==> config.mk <==
export PLATFORM = sky130hd
export DESIGN_NAME = rgb_voice_command_controller_top
export DESIGN_NICKNAME = d
export VERILOG_FILES = /design/src/rtl/rvcc_pkg.sv /design/src/rtl/rgb_voice_command_controller_top.sv
export VERILOG_INCLUDE_DIRS = /design/src /design/src/rtl
export SDC_FILE = /design/constraint.sdc
export NUM_CORES = 1
export LEC_CHECK = 0
export BUFFER_PORTS_ARGS = -buffer_cell sky130_fd_sc_hd__buf_2
export CAP_MARGIN = 20
export CORE_UTILIZATION = 35
export DETAILED_ROUTE_END_ITERATION = 12
export GPL_TIMING_DRIVEN = 1
export PLACE_DENSITY = 0.52
export RECOVER_POWER = 50
export SYNTH_ARGS = -nofsm -noshare
export SYNTH_HDL_FRONTEND = slang
export SYNTH_SLANG_ARGS = --single-unit
==> constraint.sdc <==
create_clock -name clk -period 9.15 [get_ports clk]
set_input_delay 1.83 -clock clk [delete_from_list [all_inputs] [get_ports clk]]
set_output_delay 1.83 -clock clk [all_outputs]
set_load 0.01 [all_outputs]
==> src/rtl/rgb_voice_command_controller_top_assert.svh <==
// ----------------------------------------------------------------------------
// RGB voice command controller assertion macros
// Concurrent assertion helpers for the controller, empty under synthesis.
// ----------------------------------------------------------------------------
`ifndef RGB_VOICE_COMMAND_CONTROLLER_TOP_ASSERT_SVH
`define RGB_VOICE_COMMAND_CONTROLLER_TOP_ASSERT_SVH

`ifndef SYNTHESIS
// Checked outside reset only.
`define RVCC_ASSERT(lbl, prop, msg) \
  lbl: assert property (@(posedge clk) disable iff (rst) (prop)) else $error(msg);
// Checked at every edge, reset included.
`define RVCC_ASSERT_ALWAYS(lbl, prop, msg) \
  lbl: assert property (@(posedge clk) (prop)) else $error(msg);
`else
`define RVCC_ASSERT(lbl, prop, msg)
`define RVCC_ASSERT_ALWAYS(lbl, prop, msg)
`endif

`endif

==> src/rtl/rvcc_pkg.sv <==
// ----------------------------------------------------------------------------
// RGB voice command controller package
// Payload types, register map, command codes and status codes.
// ----------------------------------------------------------------------------
`default_nettype none

package rvcc_pkg;

  // One received command frame.
  typedef struct packed {
    logic [7:0] frame_byte0;
    logic [7:0] frame_byte1;
    logic [7:0] frame_byte2;
    logic [7:0] frame_byte3;
  } frame_t;

  // One result: colour after the frame and what the frame did.
  typedef struct packed {
    logic [7:0] pwm_red;
    logic [7:0] pwm_green;
    logic [7:0] pwm_blue;
    logic       color_written;
    logic [2:0] frame_status;
  } result_t;

  typedef enum logic [2:0] {
    ST_APPLIED = 3'd0,
    ST_UNKNOWN = 3'd1,
    ST_MANUAL  = 3'd2,
    ST_AUTO    = 3'd3,
    ST_IGNORED = 3'd4
  } status_t;

  // Register map: byte address is four times the index.
  localparam int unsigned ADDR_W = 5;
  localparam int unsigned DATA_W = 32;

  localparam logic [2:0] REG_VOICE_ENABLED   = 3'd0;
  localparam logic [2:0] REG_WHITE_PRESET    = 3'd1;
  localparam logic [2:0] REG_WARM_PRESET     = 3'd2;
  localparam logic [2:0] REG_READING_PRESET  = 3'd3;
  localparam logic [2:0] REG_SLEEPING_PRESET = 3'd4;

  // Command codes.
  localparam logic [7:0] CMD_WHITE    = 8'hA3;
  localparam logic [7:0] CMD_OFF_A    = 8'hA4;
  localparam logic [7:0] CMD_BRIGHTER = 8'hA7;
  localparam logic [7:0] CMD_DIMMER   = 8'hA8;
  localparam logic [7:0] CMD_WARM     = 8'hA9;
  localparam logic [7:0] CMD_READING  = 8'h10;
  localparam logic [7:0] CMD_OFF_B    = 8'h11;
  localparam logic [7:0] CMD_SLEEPING = 8'h12;
  localparam logic [7:0] CMD_OFF_C    = 8'h13;
  localparam logic [7:0] CMD_MANUAL   = 8'hD2;
  localparam logic [7:0] CMD_AUTO     = 8'hD1;

  localparam logic [7:0] OFF_LEVEL = 8'd255;
  localparam logic [7:0] GRAY_STEP = 8'd40;

endpackage

`default_nettype wire

==> src/rtl/rgb_voice_command_controller_top.sv <==
// ----------------------------------------------------------------------------
// RGB voice command controller
// Decodes four-byte voice command frames and keeps the colour of a
// common-anode RGB LED, reporting the colour after every frame.
// ----------------------------------------------------------------------------
//
//   Channel  | Signals                                   | Payload
//   ---------+-------------------------------------------+------------------
//   frame    | frame_valid, frame_stall, frame           | four command bytes
//   result   | result_valid, result_stall, result        | colour and status
//   config   | psel, penable, pwrite, paddr, pwdata,     | five registers at
//            | prdata, pready                            | byte addresses 4*i
//
// Every frame goes from its transfer to its result via the input register and
// then the result register. A new frame can be taken in every cycle while the
// result is not stalled; the rate is set by the single colour update between
// the two registers. Reset is synchronous and returns the LED to off (255 on
// every channel) with voice mode enabled. When the result is stalled, the
// input register still takes one more frame before the frame channel stalls.
//
`default_nettype none

module rgb_voice_command_controller_top (
  input  wire logic                          clk,
  input  wire logic                          rst,
  // Frame channel
  input  wire logic                          frame_valid,
  output logic                               frame_stall,
  input  wire rvcc_pkg::frame_t              frame,
  // Result channel
  output logic                               result_valid,
  input  wire logic                          result_stall,
  output rvcc_pkg::result_t                  result,
  // Configuration port
  input  wire logic                          psel,
  input  wire logic                          penable,
  input  wire logic                          pwrite,
  input  wire logic [rvcc_pkg::ADDR_W-1:0]   paddr,
  input  wire logic [rvcc_pkg::DATA_W-1:0]   pwdata,
  output logic      [rvcc_pkg::DATA_W-1:0]   prdata,
  output logic                               pready
);

  import rvcc_pkg::*;

  // Divides a channel by five after scaling it by four. The reciprocal
  // 205/1024 is exact for every numerator below 1024.
  function automatic logic [7:0] scale_down(input logic [7:0] v);
    logic [9:0]  times4;
    logic [17:0] prod;
    begin
      times4 = {v, 2'b00};
      prod   = {8'd0, times4} * 18'd205;
      return prod[17:10];
    end
  endfunction

  // Multiplies a channel by five quarters and caps it at the off level.
  function automatic logic [7:0] scale_up(input logic [7:0] v);
    logic [10:0] prod;
    logic [8:0]  quarter;
    begin
      prod    = {3'd0, v} * 11'd5;
      quarter = prod[10:2];
      return (quarter > {1'b0, OFF_LEVEL}) ? OFF_LEVEL : quarter[7:0];
    end
  endfunction

  // --------------------------------------------------------------------------
  // Configuration registers. The user must change them only while no frame is
  // in flight; the block itself does not enforce this. The colour logic reads them directly.
  // --------------------------------------------------------------------------
  logic        voice_enabled;
  logic [23:0] white_preset;
  logic [23:0] warm_preset;
  logic [23:0] reading_preset;
  logic [23:0] sleeping_preset;

  logic       cfg_write;
  logic [2:0] cfg_index;

  assign pready    = 1'b1;
  assign cfg_write = psel && penable && pwrite;
  assign cfg_index = paddr[ADDR_W-1:2];

  always_ff @(posedge clk) begin
    if (rst) begin
      voice_enabled   <= 1'b1;
      white_preset    <= '0;
      warm_preset     <= '0;
      reading_preset  <= '0;
      sleeping_preset <= '0;
    end else if (cfg_write) begin
      case (cfg_index)
        REG_VOICE_ENABLED:   voice_enabled   <= pwdata[0];
        REG_WHITE_PRESET:    white_preset    <= pwdata[23:0];
        REG_WARM_PRESET:     warm_preset     <= pwdata[23:0];
        REG_READING_PRESET:  reading_preset  <= pwdata[23:0];
        REG_SLEEPING_PRESET: sleeping_preset <= pwdata[23:0];
        default: ;
      endcase
    end
  end

  always_comb begin
    case (cfg_index)
      REG_VOICE_ENABLED:   prdata = {31'd0, voice_enabled};
      REG_WHITE_PRESET:    prdata = {8'd0, white_preset};
      REG_WARM_PRESET:     prdata = {8'd0, warm_preset};
      REG_READING_PRESET:  prdata = {8'd0, reading_preset};
      REG_SLEEPING_PRESET: prdata = {8'd0, sleeping_preset};
      default:             prdata = '0;
    endcase
  end

  // --------------------------------------------------------------------------
  // Input register. It advances whenever the result register is empty or its
  // content is transferred in the same cycle.
  // --------------------------------------------------------------------------
  logic   in_valid;
  frame_t in_frame;
  logic   in_advance;

  assign in_advance  = in_valid && (!result_valid || !result_stall);
  assign frame_stall = in_valid && !in_advance;

  always_ff @(posedge clk) begin
    if (rst) begin
      in_valid <= 1'b0;
    end else if (frame_valid && !frame_stall) begin
      in_valid <= 1'b1;
    end else if (in_advance) begin
      in_valid <= 1'b0;
    end
    if (frame_valid && !frame_stall) begin
      in_frame <= frame;
    end
  end

  // --------------------------------------------------------------------------
  // Colour update for the frame in the input register.
  // --------------------------------------------------------------------------
  logic [7:0] held_red;
  logic [7:0] held_green;
  logic [7:0] held_blue;
  logic [7:0] held_red_next;
  logic [7:0] held_green_next;
  logic [7:0] held_blue_next;
  status_t    status_next;

  logic       bytes_equal;
  logic       is_gray;
  logic [7:0] code;
  logic [7:0] gray_up;
  logic [7:0] gray_down;
  logic [8:0] gray_sum;

  assign code        = in_frame.frame_byte0;
  assign bytes_equal = (in_frame.frame_byte0 == in_frame.frame_byte1) &&
                       (in_frame.frame_byte0 == in_frame.frame_byte2) &&
                       (in_frame.frame_byte0 == in_frame.frame_byte3);
  assign is_gray     = (held_red == held_green) && (held_blue == held_green);

  // Gray steps saturate at full on and at off.
  assign gray_up   = (held_red > GRAY_STEP) ? (held_red - GRAY_STEP) : 8'd0;
  assign gray_sum  = {1'b0, held_red} + {1'b0, GRAY_STEP};
  assign gray_down = (gray_sum > {1'b0, OFF_LEVEL}) ? OFF_LEVEL : gray_sum[7:0];

  always_comb begin
    held_red_next   = held_red;
    held_green_next = held_green;
    held_blue_next  = held_blue;
    status_next     = ST_UNKNOWN;
    if (!voice_enabled) begin
      status_next = ST_IGNORED;
    end else if (bytes_equal) begin
      status_next = ST_APPLIED;
      case (code)
        CMD_WHITE: begin
          {held_red_next, held_green_next, held_blue_next} = white_preset;
        end
        CMD_WARM: begin
          {held_red_next, held_green_next, held_blue_next} = warm_preset;
        end
        CMD_READING: begin
          {held_red_next, held_green_next, held_blue_next} = reading_preset;
        end
        CMD_SLEEPING: begin
          {held_red_next, held_green_next, held_blue_next} = sleeping_preset;
        end
        CMD_OFF_A, CMD_OFF_B, CMD_OFF_C: begin
          held_red_next   = OFF_LEVEL;
          held_green_next = OFF_LEVEL;
          held_blue_next  = OFF_LEVEL;
        end
        CMD_BRIGHTER: begin
          if (is_gray) begin
            held_red_next   = gray_up;
            held_green_next = gray_up;
            held_blue_next  = gray_up;
          end else begin
            held_red_next   = scale_down(held_red);
            held_green_next = scale_down(held_green);
            held_blue_next  = scale_down(held_blue);
          end
        end
        CMD_DIMMER: begin
          if (is_gray) begin
            held_red_next   = gray_down;
            held_green_next = gray_down;
            held_blue_next  = gray_down;
          end else begin
            held_red_next   = scale_up(held_red);
            held_green_next = scale_up(held_green);
            held_blue_next  = scale_up(held_blue);
          end
        end
        CMD_MANUAL: status_next = ST_MANUAL;
        CMD_AUTO:   status_next = ST_AUTO;
        default:    status_next = ST_UNKNOWN;
      endcase
    end
  end

  // --------------------------------------------------------------------------
  // Held colour and result register, both loaded as the frame leaves the
  // input register, so the next frame sees the updated colour.
  // --------------------------------------------------------------------------
  always_ff @(posedge clk) begin
    if (rst) begin
      held_red     <= OFF_LEVEL;
      held_green   <= OFF_LEVEL;
      held_blue    <= OFF_LEVEL;
      result_valid <= 1'b0;
    end else begin
      if (in_advance) begin
        held_red     <= held_red_next;
        held_green   <= held_green_next;
        held_blue    <= held_blue_next;
        result_valid <= 1'b1;
      end else if (!result_stall) begin
        result_valid <= 1'b0;
      end
    end
    if (in_advance) begin
      result.pwm_red       <= held_red_next;
      result.pwm_green     <= held_green_next;
      result.pwm_blue      <= held_blue_next;
      result.color_written <= (status_next == ST_APPLIED);
      result.frame_status  <= status_next;
    end
  end

  // --------------------------------------------------------------------------
  // Assertions
  // --------------------------------------------------------------------------
`include "rgb_voice_command_controller_top_assert.svh"

  // A frame that applies no colour leaves the held colour untouched.
  `RVCC_ASSERT(a_colour_kept, (in_advance && (status_next != ST_APPLIED)) |=> ($stable(held_red) && $stable(held_green) && $stable(held_blue)), "colour changed by a frame that applied nothing")

  // The reported colour is the held colour after each frame.
  `RVCC_ASSERT(a_result_matches_held, $past(in_advance) |-> ((result.pwm_red == held_red) && (result.pwm_green == held_green) && (result.pwm_blue == held_blue)), "result colour differs from held colour")

  // The frame channel is only stalled while a frame waits in the input register.
  `RVCC_ASSERT(a_stall_needs_frame, frame_stall |-> (in_valid && result_valid && result_stall), "frame stalled without a waiting frame")

  // Reset leaves the LED off and no result pending.
  `RVCC_ASSERT_ALWAYS(a_reset_off, rst |=> ((held_red == OFF_LEVEL) && (held_green == OFF_LEVEL) && (held_blue == OFF_LEVEL) && !result_valid), "reset did not switch the LED off")

endmodule

`default_nettype wire
Word-level counts from Yosys, hierarchy flattened
Cells that the tools add are included.
{ "totals": {"regBits": 183, "inputBits": 76, "output_inout_bits": 63, "wordCells": 104} }
{ "op_classes": {"add_sub_neg": 2, "n_mul": 6, "order_cmp": 5, "eq_ne": 21, "muxes": 28, "n_reduce_logical": 23} }
{ "ops": {"columns": ["operator", "n"], "rows": [
  ["one-hot mux 8 bit (7 select lines)", 3],
  ["2-to-1 mux 8 bit", 17],
  ["one-hot mux 24 bit (5 select lines)", 1],
  ["equality test 8 bit (second input constant)", 7],
  ["multiplier 8 x 8 -> 16 bit (second input constant)", 3],
  ["equality test 8 bit", 5],
  ["> comparator 9 x 8 -> 1 bit (second input constant)", 4],
  ["multiplier 8 x 3 -> 11 bit (second input constant)", 3],
  ["equality test 8 x 5 -> 1 bit (second input constant)", 4],
  ["AND reduction 2 bit", 5],
  ["adder 8 x 6 -> 9 bit (second input constant)", 1],
  ["OR reduction 9 bit", 1],
  ["> comparator 8 x 6 -> 1 bit (second input constant)", 1],
  ["logical AND 1 bit", 8],
  ["subtractor 8 x 6 -> 8 bit (second input constant)", 1],
  ["equality test 3 x 2 -> 1 bit (second input constant)", 2],
  ["zero test 3 bit", 2],
  ["one-hot mux 2 bit (3 select lines)", 1],
  ["zero test 1 bit", 4],
  ["2-to-1 mux 1 bit", 4],
  ["equality test 3 x 1 -> 1 bit (second input constant)", 1],
  ["equality test 3 bit (second input constant)", 1],
  ["2-to-1 mux 3 bit", 1],
  ["OR reduction 3 bit", 1],
  ["other kinds (4)", 4]
]} }

Logic depth before layout (Yosys ltp)
{ "depth": {"word_depth": 8, "ltp_mapped": 17, "depth_no_buf": 16} }

Least setup slack after synthesis
Ideal clock, no wire load.
{ "synth_timing": {"path_kind": "input to output", "start": "input paddr[3] (netlist bit)", "end": "output prdata[10] (netlist bit)", "t_arrival_ns": 3.082, "required_time_ns": 7.320, "setup_slack_ns": 4.238, "stages": 5, "n_path_buf": 2, "path_cell_list": "clkbuf_1 > nor3b_1 > clkbuf_1 > a22oi_1 > nand2_1"} }
{ "synth_via": {"elab_chain_cells": 2, "word_cells_on_any_way": 6, "classes_between": "eq/ne: 4; mux: 1; reduce/logical: 1"} }
{ "synth_lines": {"columns": ["element", "line_no", "rtl"], "rows": [
  ["start: declaration", "rgb_voice_command_controller_top.sv:38", "input wire logic [rvcc_pkg::ADDR_W-1:0] paddr,"],
  ["equality test 3 bit (tied with other cells)", "rgb_voice_command_controller_top.sv:106", "case (cfg_index)"],
  ["one-hot mux 24 bit (5 select lines) (*)", "rgb_voice_command_controller_top.sv:106", null],
  ["end: declaration", "rgb_voice_command_controller_top.sv:40", "output logic [rvcc_pkg::DATA_W-1:0] prdata,"]
]} }
Every way passes the cells marked *; elsewhere a longest branch is shown, timed or not.

Worst setup path in the final report
{ "layout_timing": {"start": "input paddr[4] (netlist bit)", "end": "output prdata[15] (netlist bit)"} }
Same word-level chain as after synthesis.

==> metrics.md <==
| Metric | Value |
|---|---|
| Cell chain of the critical path | buf_2 -> nor3b_2 -> clkbuf_1 -> a22oi_1 -> nand2_1 -> buf_2 |
| Synth cell count leaders | 259 x nand2_1, 183 x ha_1, 155 x a21oi_1 |
| Worst slack, placed | 3470 ps |
| Sequential-to-total area share from yosys stat | 32.5% |
| CTS tree | done |
| Slew @ Worst Pin | 4240 ps |
| Final setup fails | 0 |
| Crit-path max cell delay | 1240 ps |
| RSZ-0062 raised after global routing | false |
| # IOs | 139 |
| Distinct cells, synth | 80 |
| Most numerous cell in the Yosys netlist | nand2_1 |
| Rel. slew slack | -183% |
| Setup bufs post-CTS | 0 |
| DR vias | 11,300 |
| Avg Cell Area, Syn | 9.02 um^2 |
| Vias in the first global route | 10,900 |
| Fin. Hold Viols | 0 |
| Worst Path Buf+Inv | 3 |
| Worst path slowest cell | clkbuf_1 |
| Detailed Routing Iterations Pass 1 | 6 |
| Power per cell area | 115 nW/um^2 |
| Hold Buf Count CTS | 0 |
| Max Transition Viols Final | 252 |
| Cells taking the most area after synthesis | dfxtp_1 19%, ha_1 17%, edfxtp_1 14% |
| Antenna Violating Nets Remaining | 0 |
| # rows | 70 |
| Cell accounting for the most synthesized area | dfxtp_1 |
| YS warnings | 0 |
| Port Buffers | 119 |
| Final Cycle Share | 64.1% |
| Initial core utilization | 35.7% |
| Fraction of final layout cells sized beyond drive strength 1 | 11.0% |
| # resized after CTS | 0 |
| Cts bufs inserted | 17 |
| CTS root buf | clkbuf_16 |
| Largest net degree at the start of global routing | 90 |
| Final wirelength | 41,200 um |
| Post-route DRC | 0 |
| Drt wl/cell | 20.4 um |
| Gpl congestion | 0.862 |
| Drt initial violations | 1,006 |
| Post-synth EDFFs | 60 |
| First-pass GRT wire length | 63,800 um |
| Fin crit period | 5860 ps |
| Core area | 36,800 um^2 |
| Worst min-delay path category | register to register |
| Placed insts | 1,989 |
| Overflow after GRT | 0 |
| Maximum fanout along the worst path | 25 |
| Setup crit end kind | output port |
| Failing checks | max-capacitance violations, max-slew violations |
| # H-tree levels | 4 |
| Latest clock arrival within the worst-skew pair | 460 ps |
| Overall routing resource usage | 21.9% |
| #FFs+latches synth | 183 |
| Max frequency | 171 MHz |
| Top cell type's share of synthesized area | 18.8% |
| Area grow syn2layout | 11.9% |
| Vias/cell | 5.59 |
| Mapped Area | 13,100 um^2 |
| Clock tree buffer depth | 2 |
| DIE AREA | 38,300 um^2 |
| Outcome | complete, but fails checks |
| Req. time, crit path | 7320 ps |
| Die Wd | 196 um |
| DP HPWL | 29,300 um |
| Die Height | 196 um |
| Setup CP Type | primary input to output port |
| Top delay family on crit path | buffers and inverters |
| Clock transition at the registers of the reported paths | 70 ps |
| Syn Inst Count | 1,455 |
| Peak supply drop | 0.000135 V |
| CP Launch Type | primary input |
| Finished Layout Cells | 2,023 |
| Async S/R FF share, synth | 0% |
| Setup WS post-layout | 3290 ps |
| Most frequent CP cell | buf_2 |
| Main synth FF type | dfxtp_1 |
| Leakage Power | 0.00587 uW |
| Critical Path AT | 4030 ps |
| Total Nets Final | 1,829 |
| Setup Skew | 12.2 ps |
| Initial antenna violation count | 5 |
| Setup tns final | 0 ps |
| # clock sinks | 183 |
| Maxcap violations | 7 |
==> report_power, final <==
part | switching (uW) | internal, uW
registers | 9.30 | 852
logic | 54.7 | 25.3
clock network | 361 | 380
==> metrics by stage <==
stage / total power [uW] / cell area (um^2) / util, % / hold WS (ps)
5_1_grt: 1740 / 14700 / 39.9 / 489
2_1_floorplan: 921 / 13200 / - / 448
3_3_place_gp: 958 / 14100 / 38.4 / 456
6_report: 1680 / 14700 / 39.9 / 471
4_1_cts: 1700 / 14700 / 40.1 / 471
3_5_place_dp: 960 / 14200 / 38.6 / 461
==> final timing paths <==
check        slack, ps                   startpoint  cells past startpoint                     endpoint
max               3290                     paddr[4]                      6                   prdata[15]
min                470  warm_preset[3]$_SDFFE_PP0P_                      2  warm_preset[3]$_SDFFE_PP0P_
max reg2reg       3420     held_red[4]$_SDFFE_PP1P_                     15         result[27]$_DFFE_PP_
min reg2reg        470  warm_preset[3]$_SDFFE_PP0P_                      2  warm_preset[3]$_SDFFE_PP0P_
==> kinds of logic after synthesis <==
family,share of synthesized area [%]
AOI/OAI and AO/OA,20.6
adders and majority gates,22.0
muxes,1.30
DFF,32.5
xor gates and xnor gates,3.34
and+or+nand+nor,15.8
other,0.0572
buffers and inverters,4.46
==> sequential cells by signal, summed over array words and instances, names as in the netlist <==
signal / flops
result_valid: 1
in_valid: 1
white_preset: 24
in_frame: 24
held_red: 8
result: 28
code: 8
held_green: 8
voice_enabled: 1
warm_preset: 24
reading_preset: 24
held_blue: 8
sleeping_preset: 24
==> routing by layer <==
| metal | global-route usage, % | vias to the layer above | routed length (um) | part of all wire [%] |
|---|---|---|---|---|
| met5 | 0 | - | 23 | 0.056 |
| met4 | 5.79 | 4 | 759 | 1.8 |
| met3 | 3.97 | 47 | 2680 | 6.5 |
| met2 | 36.2 | 364 | 19300 | 47 |
| met1 | 29.4 | 5442 | 18500 | 45 |
| li1 | - | 5459 | - | - |
==> cells in the final DEF (no fill, tap or decap), types with 8 or more instances in the layout <==
cell type and count:
nand3_1 21, nand2_1 259, o21a_1 10, or3_1 8, a21o_1 27, o21ai_0 26
clkbuf_16 17, buf_2 88, a221oi_1 8, nand4_1 9, a222oi_1 14, nor2_1 85
inv_1 45, a22oi_1 47, edfxtp_1 60, clkbuf_1 40, buf_4 18, dfxtp_1 123
nor3_1 19, and2_1 8, fa_1 30, ha_1 183, a31oi_1 13, conb_1 9
mux2i_1 17, and3_1 16, a211oi_1 13, a21oi_1 155, xnor2_1 36, xor2_1 14
==> layout make-up <==
type / instances / area, um^2
flip-flops and latches: 183 / 4260
diodes: 3 / 7.51
inverters: 46 / 173
clock inverters: 12 / 118
multi-input cells: 1146 / 8330
fillers: 3781 / 22100
repair buffers: 146 / 773
clock buffers: 19 / 433
well taps: 468 / 586
==> worst reg2reg max path, cell delays in order, from the launching register on <==
cell,delay [ps]
dfxtp_1,700
inv_1,150
ha_1,630
ha_1,240
inv_1,50
fa_1,500
inv_1,50
fa_1,470
ha_1,320
a21o_1,180
a2111oi_0,780
a21oi_1,230
a221oi_1,360
mux2i_1,160
a211oi_1,500
a21oi_1,150
Power figures use the tool's default switching activity.
